<file path="src/hw/rtl/xrbg_pkg.sv">
`timescale 1ns / 1ps
// Package for the xorshift128 random buffer generator.
// Holds beat types, generator control struct, seed resets and the character map.
package xrbg_pkg;

  localparam int unsigned DefMaxLength = 64;
  localparam int unsigned WordW        = 32;
  localparam int unsigned CntW         = 3;
  localparam int unsigned AddrW        = 4;

  localparam logic [WordW-1:0] SeedAReset = 32'd123456789;
  localparam logic [WordW-1:0] SeedBReset = 32'd362436069;
  localparam logic [WordW-1:0] SeedCReset = 32'd521288629;
  localparam logic [WordW-1:0] SeedDReset = 32'd88675123;

  localparam logic [1:0] RegSeedA = 2'd0;
  localparam logic [1:0] RegSeedB = 2'd1;
  localparam logic [1:0] RegSeedC = 2'd2;
  localparam logic [1:0] RegSeedD = 2'd3;

  localparam logic [CntW-1:0] CntOne  = 3'd1;
  localparam logic [CntW-1:0] CntTwo  = 3'd2;
  localparam logic [CntW-1:0] CntFour = 3'd4;

  localparam logic [255:0] CharTable = "abcdefghijklmnopqrstuvw012345678";

  typedef struct packed {
    logic       func;
    logic [6:0] length;
  } in_t;

  typedef struct packed {
    logic [WordW-1:0] data;
    logic [CntW-1:0]  byte_count;
    logic             last;
  } out_t;

  typedef struct packed {
    logic             load;
    logic [1:0]       sel;
    logic [WordW-1:0] value;
    logic             step;
  } gen_ctrl_t;

  function automatic logic [7:0] char_of(input logic [4:0] idx);
    char_of = CharTable[8*(31 - int'(idx)) +: 8];
  endfunction

  function automatic logic [WordW-1:0] map_word(input logic [WordW-1:0] v);
    logic [WordW-1:0] r;
    r = '0;
    for (int k = 0; k < 4; k++) begin
      r[8*k +: 8] = char_of(v[8*k+3 +: 5]);
    end
    map_word = r;
  endfunction

endpackage

</file>
<file path="src/hw/rtl/xorshift_random_buffer_generator_unit.sv">
`timescale 1ns / 1ps
// Random buffer generator top: request sequencer, chunk formatter, APB seed registers.
// First beat: a taken request loads state_q and rem_q, and the first chunk beat is then
// registered into out_q and out_valid_q.
// Throughput: one chunk per cycle while the output is not stalled; in_stall_o stays
// high from the taken request until the last beat is taken (one generator step per
// chunk plus the drain of the last beat), so a new request waits for that drain.
// Reset: generator words and seeds return to their reset values; no request pending.
module xorshift_random_buffer_generator_unit #(
  parameter int unsigned MAX_LENGTH = xrbg_pkg::DefMaxLength
) (
  input  logic                          clk_i,
  input  logic                          rst_ni,
  input  logic                          in_valid_i,
  output logic                          in_stall_o,
  input  xrbg_pkg::in_t                 in_i,
  output logic                          out_valid_o,
  input  logic                          out_stall_i,
  output xrbg_pkg::out_t                out_o,
  input  logic                          psel,
  input  logic                          penable,
  input  logic                          pwrite,
  input  logic [xrbg_pkg::AddrW-1:0]    paddr,
  input  logic [xrbg_pkg::WordW-1:0]    pwdata,
  output logic [xrbg_pkg::WordW-1:0]    prdata,
  output logic                          pready
);
  import xrbg_pkg::*;

  localparam int unsigned LenW = $clog2(MAX_LENGTH + 1);
  localparam int unsigned CmpW = (LenW > 7) ? LenW : 7;

  typedef enum logic {
    StIdle,
    StBusy
  } state_e;

  state_e           state_q;
  logic [LenW-1:0]  rem_q;
  logic             alpha_q;
  logic             out_valid_q;
  out_t             out_q;

  logic [WordW-1:0] seed_a_q, seed_b_q, seed_c_q, seed_d_q;
  logic             cfg_wr;
  logic [1:0]       cfg_sel;

  logic             in_acc;
  logic [CmpW-1:0]  req_len;
  logic [LenW-1:0]  sat_len;
  logic             slot_free;
  logic             do_gen;
  logic [WordW-1:0] step_val;
  out_t             chunk;
  gen_ctrl_t        gen_ctrl;

  assign pready  = 1'b1;
  assign cfg_sel = paddr[3:2];
  assign cfg_wr  = psel && penable && pwrite;

  always_comb begin
    case (cfg_sel)
      RegSeedA: prdata = seed_a_q;
      RegSeedB: prdata = seed_b_q;
      RegSeedC: prdata = seed_c_q;
      RegSeedD: prdata = seed_d_q;
      default:  prdata = '0;
    endcase
  end

  assign in_stall_o  = (state_q != StIdle);
  assign in_acc      = in_valid_i && !in_stall_o;
  assign req_len     = CmpW'(in_i.length);
  assign sat_len     = (req_len > CmpW'(MAX_LENGTH)) ? LenW'(MAX_LENGTH) : LenW'(req_len);

  assign slot_free   = !out_valid_q || !out_stall_i;
  assign do_gen      = (state_q == StBusy) && slot_free && !(out_valid_q && out_q.last);

  assign gen_ctrl.load  = cfg_wr;
  assign gen_ctrl.sel   = cfg_sel;
  assign gen_ctrl.value = pwdata;
  assign gen_ctrl.step  = do_gen;

  xrbg_gen u_gen (
    .clk_i,
    .rst_ni,
    .ctrl_i     (gen_ctrl),
    .step_val_o (step_val)
  );

  always_comb begin
    chunk = '0;
    if (rem_q >= LenW'(4)) begin
      chunk.data       = alpha_q ? map_word(step_val) : step_val;
      chunk.byte_count = CntFour;
    end else if (alpha_q) begin
      chunk.data       = {24'd0, char_of(step_val[4:0])};
      chunk.byte_count = CntOne;
    end else if (rem_q >= LenW'(2)) begin
      chunk.data       = {16'd0, step_val[15:0]};
      chunk.byte_count = CntTwo;
    end else begin
      chunk.data       = {24'd0, step_val[7:0]};
      chunk.byte_count = CntOne;
    end
    chunk.last = (rem_q == LenW'(chunk.byte_count));
  end

  always_ff @(posedge clk_i or negedge rst_ni) begin
    if (!rst_ni) begin
      seed_a_q <= SeedAReset;
      seed_b_q <= SeedBReset;
      seed_c_q <= SeedCReset;
      seed_d_q <= SeedDReset;
    end else if (cfg_wr) begin
      case (cfg_sel)
        RegSeedA: seed_a_q <= pwdata;
        RegSeedB: seed_b_q <= pwdata;
        RegSeedC: seed_c_q <= pwdata;
        RegSeedD: seed_d_q <= pwdata;
        default:  seed_a_q <= seed_a_q;
      endcase
    end
  end

  always_ff @(posedge clk_i or negedge rst_ni) begin
    if (!rst_ni) begin
      state_q     <= StIdle;
      out_valid_q <= 1'b0;
      rem_q       <= '0;
      alpha_q     <= 1'b0;
    end else begin
      case (state_q)
        StIdle: begin
          if (in_acc && (sat_len != '0)) begin
            rem_q   <= sat_len;
            alpha_q <= in_i.func;
            state_q <= StBusy;
          end
        end
        StBusy: begin
          if (do_gen) begin
            out_valid_q <= 1'b1;
            rem_q       <= rem_q - LenW'(chunk.byte_count);
          end else if (out_valid_q && out_q.last && !out_stall_i) begin
            out_valid_q <= 1'b0;
            state_q     <= StIdle;
          end
        end
        default: state_q <= StIdle;
      endcase
    end
  end

  always_ff @(posedge clk_i) begin
    if (do_gen) begin
      out_q <= chunk;
    end
  end

  assign out_valid_o = out_valid_q;
  assign out_o       = out_q;

endmodule

</file>
<file path="src/hw/rtl/xrbg_gen.sv">
`timescale 1ns / 1ps
// Xorshift128 generator: four state words and the shared step unit.
// Depends on xrbg_pkg for the control struct and seed resets.
module xrbg_gen (
  input  logic                       clk_i,
  input  logic                       rst_ni,
  input  xrbg_pkg::gen_ctrl_t        ctrl_i,
  output logic [xrbg_pkg::WordW-1:0] step_val_o
);
  import xrbg_pkg::*;

  logic [WordW-1:0] word_a_q, word_b_q, word_c_q, word_d_q;
  logic [WordW-1:0] t_shl, t_val;

  assign t_shl      = word_a_q ^ (word_a_q << 11);
  assign t_val      = t_shl ^ (t_shl >> 8);
  assign step_val_o = word_d_q ^ (word_d_q >> 19) ^ t_val;

  always_ff @(posedge clk_i or negedge rst_ni) begin
    if (!rst_ni) begin
      word_a_q <= SeedAReset;
      word_b_q <= SeedBReset;
      word_c_q <= SeedCReset;
      word_d_q <= SeedDReset;
    end else if (ctrl_i.load) begin
      case (ctrl_i.sel)
        RegSeedA: word_a_q <= ctrl_i.value;
        RegSeedB: word_b_q <= ctrl_i.value;
        RegSeedC: word_c_q <= ctrl_i.value;
        RegSeedD: word_d_q <= ctrl_i.value;
        default:  word_a_q <= word_a_q;
      endcase
    end else if (ctrl_i.step) begin
      word_a_q <= word_b_q;
      word_b_q <= word_c_q;
      word_c_q <= word_d_q;
      word_d_q <= step_val_o;
    end
  end

endmodule

</file>
<file path="config.mk">
export PLATFORM = sky130hd
export DESIGN_NAME = xorshift_random_buffer_generator_unit
export DESIGN_NICKNAME = d
export VERILOG_FILES = /design/src/hw/rtl/xrbg_pkg.sv /design/src/hw/rtl/xorshift_random_buffer_generator_unit.sv /design/src/hw/rtl/xrbg_gen.sv
export SDC_FILE = /design/constraint.sdc
export NUM_CORES = 1
export LEC_CHECK = 0
export ABC_AREA = 1
export ABC_CLOCK_PERIOD_IN_PS = 7400
export BUFFER_PORTS_ARGS = -buffer_cell sky130_fd_sc_hd__buf_4
export CAP_MARGIN = 10
export CORE_ASPECT_RATIO = 0.75
export CORE_UTILIZATION = 60
export CTS_CLUSTER_SIZE = 16
export DETAILED_ROUTE_END_ITERATION = 6
export GPL_ROUTABILITY_DRIVEN = 0
export PLACE_DENSITY = 0.83
export SLEW_MARGIN = 5
export SYNTH_ARGS = -nofsm -noshare
export SYNTH_HDL_FRONTEND = slang
export SYNTH_HIERARCHICAL = 1
export SYNTH_SLANG_ARGS = --single-unit
export TNS_END_PERCENT = 5
</file>
<file path="constraint.sdc">
create_clock -name clk_i -period 7.4 [get_ports clk_i]
set_input_delay 0.37 -clock clk_i [delete_from_list [all_inputs] [get_ports clk_i]]
set_output_delay 0.37 -clock clk_i [all_outputs]
set_load 0.05 [all_outputs]
</file>
==> results.sh, run 1 <==
export IMPL_finalClockSkew_ns=0.0164
export IMPL_synth_top_area_frac=0.231
export IMPL_rows=50
export IMPL_hold_path_class="in2reg"
export IMPL_post_cts_resized=0
export IMPL_worst_pin_slew_ns=1.22
export IMPL_grt_usage=0.306
export IMPL_vias=13400
export IMPL_yosys_area_top_type="dfrtp_1"
export IMPL_synth_nets=1942
export IMPL_first_iter_violations=1396
export IMPL_rsz0062_at_grt="false"
export IMPL_cts_tree="built"
export IMPL_powerDensity_nw_per_um2=503
export IMPL_hold_buffers=1
export IMPL_avgSynthCellArea_sq_um=8.33
export IMPL_final_nets=2021
export IMPL_cts_buffers=30
export IMPL_crit_path_start_kind="register"
export IMPL_synthArstFlopShare=0.881
export IMPL_critPathSlowestCell="nand2_2"
export IMPL_report_final_slew_viol_count=0
export IMPL_path_buf_inv=4
export IMPL_htree_num_levels=1
export IMPL_hold_ws_ns=0.0651
export IMPL_grt_pass1_vias=12600
export IMPL_pre_cts_ws_ns=3.88
export IMPL_coreArea_sq_um=25200
export IMPL_ys_seq_area_frac=0.506
export IMPL_r2r_slack_ns=3.78
export IMPL_cts_root_buf="clkbuf_16"
export IMPL_crit_fanout=40
export IMPL_timing_final_crit_share=0.489
export IMPL_slew_headroom=0.182
export IMPL_final_setup_viol_count=0
export IMPL_cp_arrival_ns=4.01
export IMPL_die_h_microns=142
export IMPL_holdPathStages=3
export IMPL_drive_gt1_frac=0.180
export IMPL_min_from="pwdata[0]"
export IMPL_ir_drop_v=0.000375
export IMPL_endpoint_kind="register"
export IMPL_r2r_end="u_gen/word_d_q[31]"
export IMPL_ys_flop_type="dfrtp_1"
export IMPL_yosysMostFrequentCell="nand2_1"
export IMPL_die_area_sq_um=26600
export IMPL_portBuffers=118
export IMPL_r2r_start="in_stall_o"
export IMPL_ios=122
export IMPL_ys_types=42
export IMPL_area_delta_synth_final_pct=13.4
export IMPL_crit_family="buffers and inverters"
export IMPL_antenna_left=0
export IMPL_status="finished clean"
export IMPL_total_leakage_power_nw=8.26
export IMPL_layout_min_cycle_time_ns=3.62
export IMPL_clk_latency_ns=0.56
export IMPL_tns_ns=0
export IMPL_start_util=0.618
export IMPL_dieWidth_microns=188
export IMPL_clk_pin_slew_ns=0.07
export IMPL_synth_cells=1871
export IMPL_grt_pass1_wl_microns=65100
export IMPL_yosys_top_cells_count="556 x nand2_1, 211 x o21ai_0, 208 x inv_1"
export IMPL_grt_max_degree=178
export IMPL_grt_overflow_total=0
export IMPL_netlist_area_sq_um=15600
export IMPL_post_cts_repair_setup_buffers=0
export IMPL_cap_viol_max_count=0
export IMPL_path_cells="clkinv_1 -> a21oi_1 -> nand2_1 -> inv_1 -> buf_4 -> nand2_2 -> nand2_2 -> inv_2 -> a21oi_1 -> a22oi_1"
export IMPL_dp_hpwl_microns=26700
export IMPL_n_antenna_cell=0
export IMPL_cp_slowest_stage_delay_ns=0.58
export IMPL_setup_ws_ns=3.78
export IMPL_first_pass_iters=6
export IMPL_post_drt_wl_per_cell_microns=17.4
export IMPL_max_clock_path_buffers=3
export IMPL_synth_seq_cells=302
export IMPL_route_detailed_drc=0
export IMPL_required_ns=7.79
export IMPL_min_to="seed_d_q[0]"
export IMPL_synth_edf_count=36
export IMPL_drt_total_wl_microns=40200
export IMPL_vias_per_cell=5.80
export IMPL_power_mw=8.89
export IMPL_synthTopCellsByArea="dfrtp_1 23%, dfstp_2 21%, nand2_1 13%"
export IMPL_reg2reg_depth=10
export IMPL_antenna_found_initial=0
export IMPL_numClockSinks=302
export IMPL_synth_warnings=6
export IMPL_worst_setup_path_type="reg2reg"
export IMPL_max_freq_mhz=276
export IMPL_hold_violations=0
==> sequential cells by signal (all words and copies together), names as in the netlist, 7 cells and up <==
| name | count |
|---|---|
| u_gen/word_c_q | 32 |
| out_o | 36 |
| u_gen/word_a_q | 32 |
| seed_c_q | 32 |
| seed_b_q | 32 |
| u_gen/word_b_q | 32 |
| seed_d_q | 32 |
| u_gen/word_d_q | 32 |
| rem_q | 7 |
| seed_a_q | 32 |
==> cell usage in the layout, fill, tap and decap left out, types with 18 or more instances in the layout <==
cell type	count
nand2_1	556
o21ai_0	211
inv_1	207
dfrtp_1	144
buf_4	128
dfstp_2	122
a21oi_1	110
nand3_1	74
nor2_1	73
mux2_2	39
o21ai_1	36
edfxtp_1	36
clkbuf_16	32
o2111ai_1	31
mux2_1	30
ha_1	19
and2_1	18
==> logic make-up after synthesis <==
group / Yosys count / share of synthesized area
flip-flops: 302 / 0.506
XOR/XNOR: 21 / 0.0118
AND/OR/NAND/NOR: 746 / 0.193
AO/OA/AOI/OAI: 413 / 0.145
adder cells (fa/ha/maj): 20 / 0.0165
other: 1 / 0.000241
buffers and inverters: 299 / 0.0767
multiplexers: 69 / 0.0499
==> through the flow <==
| stage | area (sq um) | instances | utilization |
|---|---|---|---|
| 6_report | 17700 | 2312 | 0.701 |
| 3_3_place_gp | 16600 | 2255 | 0.660 |
| 2_1_floorplan | 15600 | 1871 | - |
| 5_1_grt | 17700 | 2312 | 0.701 |
| 4_1_cts | 17700 | 2312 | 0.701 |
| 3_5_place_dp | 16600 | 2255 | 0.660 |
==> worst reg2reg max path: cells and delay by family (launching register included) <==
| family | cells | cell delay (ns) |
|---|---|---|
| buffers and inverters | 4 | 1.37 |
| and+or+nand+nor | 3 | 1.01 |
| AOI/OAI and AO/OA | 3 | 0.57 |
| DFF | 1 | 0.52 |
==> power by group <==
group	leakage, nW	internal (mW)	switching, mW
sequential	3.35	2.60	0.363
combinational	4.40	1.35	3.02
clock	0.499	0.931	0.632
==> layer usage <==
metal | up-vias | track usage | wire length [microns]
met5 | - | 0 | 0
met1 | 6433 | 0.424 | 17200
li1 | 6265 | - | -
met4 | 0 | 0.104 | 1310
met3 | 90 | 0.0497 | 3500
met2 | 624 | 0.494 | 18200
==> worst max-delay path by stage <==
stage / start / end / cells after the start
after floorplan: in_stall_o / u_gen/word_d_q[31] / 11
after global placement: pwrite / u_gen/word_d_q[29] / 8
after detailed placement: pwrite / u_gen/word_d_q[14] / 9
after CTS: in_stall_o / u_gen/word_d_q[31] / 10
after global routing: in_stall_o / u_gen/word_d_q[27] / 10
final: in_stall_o / u_gen/word_d_q[31] / 10
==> final cells by class <==
class,count,area (sq um)
Inverter,215,812
Clock buffer,51,942
Sequential cell,302,7890
Timing Repair Buffer,131,1010
Clock inverter,5,78.8
Fill cell,1901,7540
Tap cell,338,423
Multi-Input combinational cell,1270,6520
No activity file was read; power rests on OpenSTA's default activity.
==> run 2, diff against run 1 <==
- ABC_CLOCK_PERIOD_IN_PS: 7400 -> 3240
- CORE_UTILIZATION: 60 -> 55
- PLACE_DENSITY: 0.83 -> 0.8
- clock period: 7.4 -> 3.24 ns (I/O delays scaled with it)
==> run 2 against run 1 <==
Via count grew 1.1%. First-iteration DRC count shrank 20%. Sequential power grew 130%. Clock skew grew 0.00095 ns. Die area grew 9.0%. Critical path depth grew 9. Clock-buffer cell count shrank 9. Worst setup slack lost 3.4 ns. Wire length grew 3.1%.
==> results.sh, run 2 (synthesized netlist as in run 1, its figures left out) <==
export IMPL_report_final_slew_viol_count=0
export IMPL_setup_ws_ns=0.428
export IMPL_cts_buffers=30
export IMPL_dp_cells=2308
export IMPL_required_ns=3.69
export IMPL_final_setup_viol_count=0
export IMPL_powerDensity_nw_per_um2=1120
export IMPL_ios=122
export IMPL_die_h_microns=148
export IMPL_clk_latency_ns=0.57
export IMPL_rsz0062_at_grt="false"
export IMPL_worst_setup_path_type="reg2reg"
export IMPL_coreArea_sq_um=27400
export IMPL_grt_max_degree=123
export IMPL_r2r_end="rem_q[6]"
export IMPL_worst_pin_slew_ns=0.870
export IMPL_route_detailed_drc=0
export IMPL_post_drt_wl_per_cell_microns=17.2
export IMPL_htree_num_levels=1
export IMPL_crit_path_start_kind="register"
export IMPL_hold_path_class="in2reg"
export IMPL_final_cells=2407
export IMPL_cts_root_buf="clkbuf_16"
export IMPL_tns_ns=0
export IMPL_grt_pass1_vias=12800
export IMPL_antenna_found_initial=1
export IMPL_cap_viol_max_count=0
export IMPL_largest_reg_flops=36
export IMPL_vias=13600
export IMPL_crit_fanout=13
export IMPL_hold_buffers=42
export IMPL_start_util=0.569
export IMPL_ir_drop_v=0.000586
export IMPL_holdPathStages=3
export IMPL_area_delta_synth_final_pct=17.3
export IMPL_die_area_sq_um=29000
export IMPL_layout_min_cycle_time_ns=2.81
export IMPL_pre_cts_ws_ns=0.453
export IMPL_finalClockSkew_ns=0.0173
export IMPL_grt_overflow_total=0
export IMPL_endpoint_kind="register"
export IMPL_cp_arrival_ns=3.27
export IMPL_max_freq_mhz=356
export IMPL_drive_gt1_frac=0.182
export IMPL_dp_hpwl_microns=27500
export IMPL_hold_ws_ns=0.133
export IMPL_antenna_left=0
export IMPL_min_to="in_stall_o"
export IMPL_r2r_slack_ns=0.43
export IMPL_vias_per_cell=5.64
export IMPL_first_pass_iters=6
export IMPL_numClockSinks=302
export IMPL_crit_start="rem_q[3]"
export IMPL_total_leakage_power_nw=8.50
export IMPL_first_iter_violations=1114
export IMPL_grt_usage=0.289
export IMPL_final_common_cell="nand2_1"
export IMPL_grt_pass1_wl_microns=66000
export IMPL_final_util=0.667
export IMPL_timing_final_crit_share=0.868
export IMPL_fin_area_sq_um=18300
export IMPL_max_clock_path_buffers=3
export IMPL_r2r_start="rem_q[3]"
export IMPL_portBuffers=118
export IMPL_power_mw=20.5
export IMPL_hold_violations=0
export IMPL_dieWidth_microns=196
export IMPL_slew_headroom=0.419
export IMPL_layout_common_cells="556 x nand2_1, 211 x o21ai_0, 207 x inv_1"
export IMPL_min_from="in_valid_i"
export IMPL_post_cts_repair_setup_buffers=0
export IMPL_reg2reg_depth=19
export IMPL_drt_total_wl_microns=41500
export IMPL_rows=52
export IMPL_cts_tree="built"
export IMPL_final_nets=2075
export IMPL_post_cts_resized=0
export IMPL_place_area_sq_um=16900
export IMPL_status="finished clean"
export IMPL_clk_pin_slew_ns=0.06
run 2: cell type report:
type                       instances  area (sq um)
fill                            2135          9110
sequential                       302          7890
multi-input combinational       1270          6520
timing repair buffer             185          1600
clock buffer                      42           857
inverter                         215           812
tap                              378           473
clock inverter                    14           126
antenna                            1          2.50
run 2: power breakdown:
| part | total, mW | leakage [nW] | internal, mW | switching [mW] |
|---|---|---|---|---|
| clock | 3.49 | 0.474 | 2.00 | 1.49 |
| sequential | 6.70 | 3.35 | 5.92 | 0.780 |
| combinational | 10.3 | 4.67 | 3.24 | 7.06 |
| total | 20.5 | 8.50 | 11.2 | 9.33 |
run 2: layer usage:
metal  routed length, microns  GRT usage
met2                    18800      0.460
met1                    17900      0.410
met3                     3810     0.0461
met5                        0          0
met4                     1010     0.0859
run 2: worst max-delay path: stages, from the launching register on:
cell and delay [ns]:
dfrtp_1 0.44, nor2_1 0.23, nand2_1 0.09, nor2_2 0.08, buf_4 0.20, nand2_1 0.09, nand2_1 0.09, inv_1 0.09
nor2_1 0.18, ha_1 0.18, inv_1 0.06, fa_1 0.38, nand2_1 0.10, nand2_1 0.10, nor2_1 0.11, nand2_1 0.06
nand3_1 0.08, nand2_1 0.06, nand2_1 0.05, nand2_1 0.05
run 2: worst max path at each step:
stage | to | cells after the start
floorplan | u_gen/word_d_q[31] | 11
global placement | rem_q[6] | 19
detailed placement | rem_q[6] | 19
CTS | rem_q[6] | 19
global route | rem_q[6] | 19
finish | rem_q[6] | 19
==> run 3, diff against run 2 <==
- PLACE_DENSITY: 0.8 -> 0.82
==> run 3 against run 2 <==
Total power rose by 0.68%. Critical endpoint unchanged. Worst hold slack lost 0.10 ns. Register-to-register slack improved by 0.09 ns. Highest routed layer unchanged. Largest cell class unchanged. Global-route usage up 0.52 points. Sequential power is essentially flat.
==> results.sh, run 3 (synthesized netlist as in run 1, its figures left out) <==
export IMPL_cp_arrival_ns=3.18
export IMPL_cpMostUsedCell="nand2_1"
export IMPL_rsz0062_at_grt="false"
export IMPL_timing_final_crit_share=0.840
export IMPL_grt_overflow_total=0
export IMPL_tns_ns=0
export IMPL_first_iter_violations=1475
export IMPL_finalClockSkew_ns=0.0126
export IMPL_worst_pin_slew_ns=1.03
export IMPL_hold_violations=0
export IMPL_powerDensity_nw_per_um2=1130
export IMPL_die_h_microns=148
export IMPL_required_ns=3.69
export IMPL_post_cts_resized=0
export IMPL_max_freq_mhz=367
export IMPL_crit_start="rem_q[3]"
export IMPL_drt_total_wl_microns=41700
export IMPL_max_clock_path_buffers=3
export IMPL_r2r_start="rem_q[3]"
export IMPL_first_pass_iters=7
export IMPL_total_leakage_power_nw=8.56
export IMPL_clk_latency_ns=0.57
export IMPL_final_nets=2082
export IMPL_cap_viol_max_count=0
export IMPL_path_cells="nor2_1 -> nand2_1 -> nor2_2 -> buf_4 -> inv_2 -> nor2_1 -> ha_1 -> inv_1 -> fa_1 -> nand2_1 -> nand2_1 -> nor2_1 -> nand2_1 -> nand3_1 -> nand2_1 -> nand2_1 -> nand2_1"
export IMPL_portBuffers=118
export IMPL_pre_cts_ws_ns=0.550
export IMPL_start_util=0.569
export IMPL_slew_headroom=0.313
export IMPL_critPathSlowestCell="dfrtp_1"
export IMPL_endpoint_kind="register"
export IMPL_ir_drop_v=0.000653
export IMPL_final_util=0.669
export IMPL_grt_max_degree=114
export IMPL_post_drt_wl_per_cell_microns=17.3
export IMPL_cts_buffers=30
export IMPL_rows=52
export IMPL_route_detailed_drc=0
export IMPL_antenna_found_initial=1
export IMPL_dp_hpwl_microns=27900
export IMPL_min_from="in_i[2]"
export IMPL_drive_gt1_frac=0.188
export IMPL_layout_common_cells="556 x nand2_1, 211 x o21ai_0, 207 x inv_1"
export IMPL_worst_setup_path_type="reg2reg"
export IMPL_final_setup_viol_count=0
export IMPL_grt_pass1_wl_microns=67400
export IMPL_die_area_sq_um=29000
export IMPL_grt_pass1_vias=13000
export IMPL_setup_ws_ns=0.517
export IMPL_coreArea_sq_um=27400
export IMPL_largest_reg_flops=36
export IMPL_vias=13700
export IMPL_area_delta_synth_final_pct=17.6
export IMPL_dieWidth_microns=196
export IMPL_grt_usage=0.294
export IMPL_numClockSinks=302
export IMPL_hold_path_class="in2reg"
export IMPL_status="finished clean"
export IMPL_cts_tree="built"
export IMPL_final_common_cell="nand2_1"
export IMPL_htree_num_levels=1
export IMPL_antenna_left=0
export IMPL_ios=122
export IMPL_vias_per_cell=5.67
export IMPL_cts_root_buf="clkbuf_16"
export IMPL_clk_pin_slew_ns=0.06
export IMPL_crit_path_start_kind="register"
export IMPL_report_final_slew_viol_count=0
export IMPL_cp_slowest_stage_delay_ns=0.43
export IMPL_layout_min_cycle_time_ns=2.72
export IMPL_crit_fanout=16
[run 3: cell types whose count changed in the layout (fill, tap and decap cells not counted), moves of 2 or more]
cell,change
buf_12,-5
buf_4,+13
bufinv_16,+2
clkinv_1,-4
clkinv_2,+6
clkinvlp_4,-2
[run 3: routing by layer]
| layer | track usage | wire length, microns | vias to the layer above |
|---|---|---|---|
| met1 | 0.417 | 17800 | 6523 |
| met3 | 0.0472 | 3720 | 86 |
| met5 | 0 | 0 | - |
| met2 | 0.466 | 18900 | 671 |
| li1 | - | - | 6403 |
| met4 | 0.0910 | 1210 | 0 |
[run 3: metrics by stage]
step | cells | power, mW | hold WS, ns | area [sq um]
global placement | 2316 | 16.1 | 0.284 | 16900
floorplan | 1871 | 13.7 | -0.134 | 15600
global route | 2414 | 22.1 | 0.0721 | 18300
finish | 2414 | 20.6 | 0.0330 | 18300
CTS | 2413 | 20.5 | 0.00961 | 18300
detailed placement | 2316 | 16.6 | 0.286 | 16900
[run 3: area by class of cell]
type,count,area (sq um)
antenna,1,2.50
clock buffer,41,865
sequential,302,7890
timing repair buffer,192,1590
multi-input combinational,1270,6520
inverter,215,811
clock inverter,15,189
tap,378,473
fill,2126,9060
[run 3: final timing paths]
path                       depth (start not counted)                  to  slack [ns]
min reg2reg                                        2  u_gen/word_c_q[17]        0.48
min in group asynchronous                          2        seed_b_q[27]        0.24
max reg2reg                                       17            rem_q[6]        0.52
max in group asynchronous                          3  u_gen/word_a_q[14]        1.99
min                                                5            rem_q[2]        0.03
max                                               17            rem_q[6]        0.52
[run 3: repair_timing]
item,4_1_cts,5_1_grt
endpoints found under the hold margin,217,0
hold buffers,41,0
setup buffers,0,0
[run 3: critical path: cells and delay by family, from the launching register on]
family                     cells  cell delay [ns]
adders and majority gates      2             0.56
buffers and inverters          3             0.41
DFF                            1             0.43
and+or+nand+nor               12             1.21
[run 3: power breakdown]
group / internal, mW / switching [mW]
clock: 2.19 / 1.52
combinational: 3.22 / 6.99
sequential: 5.93 / 0.788
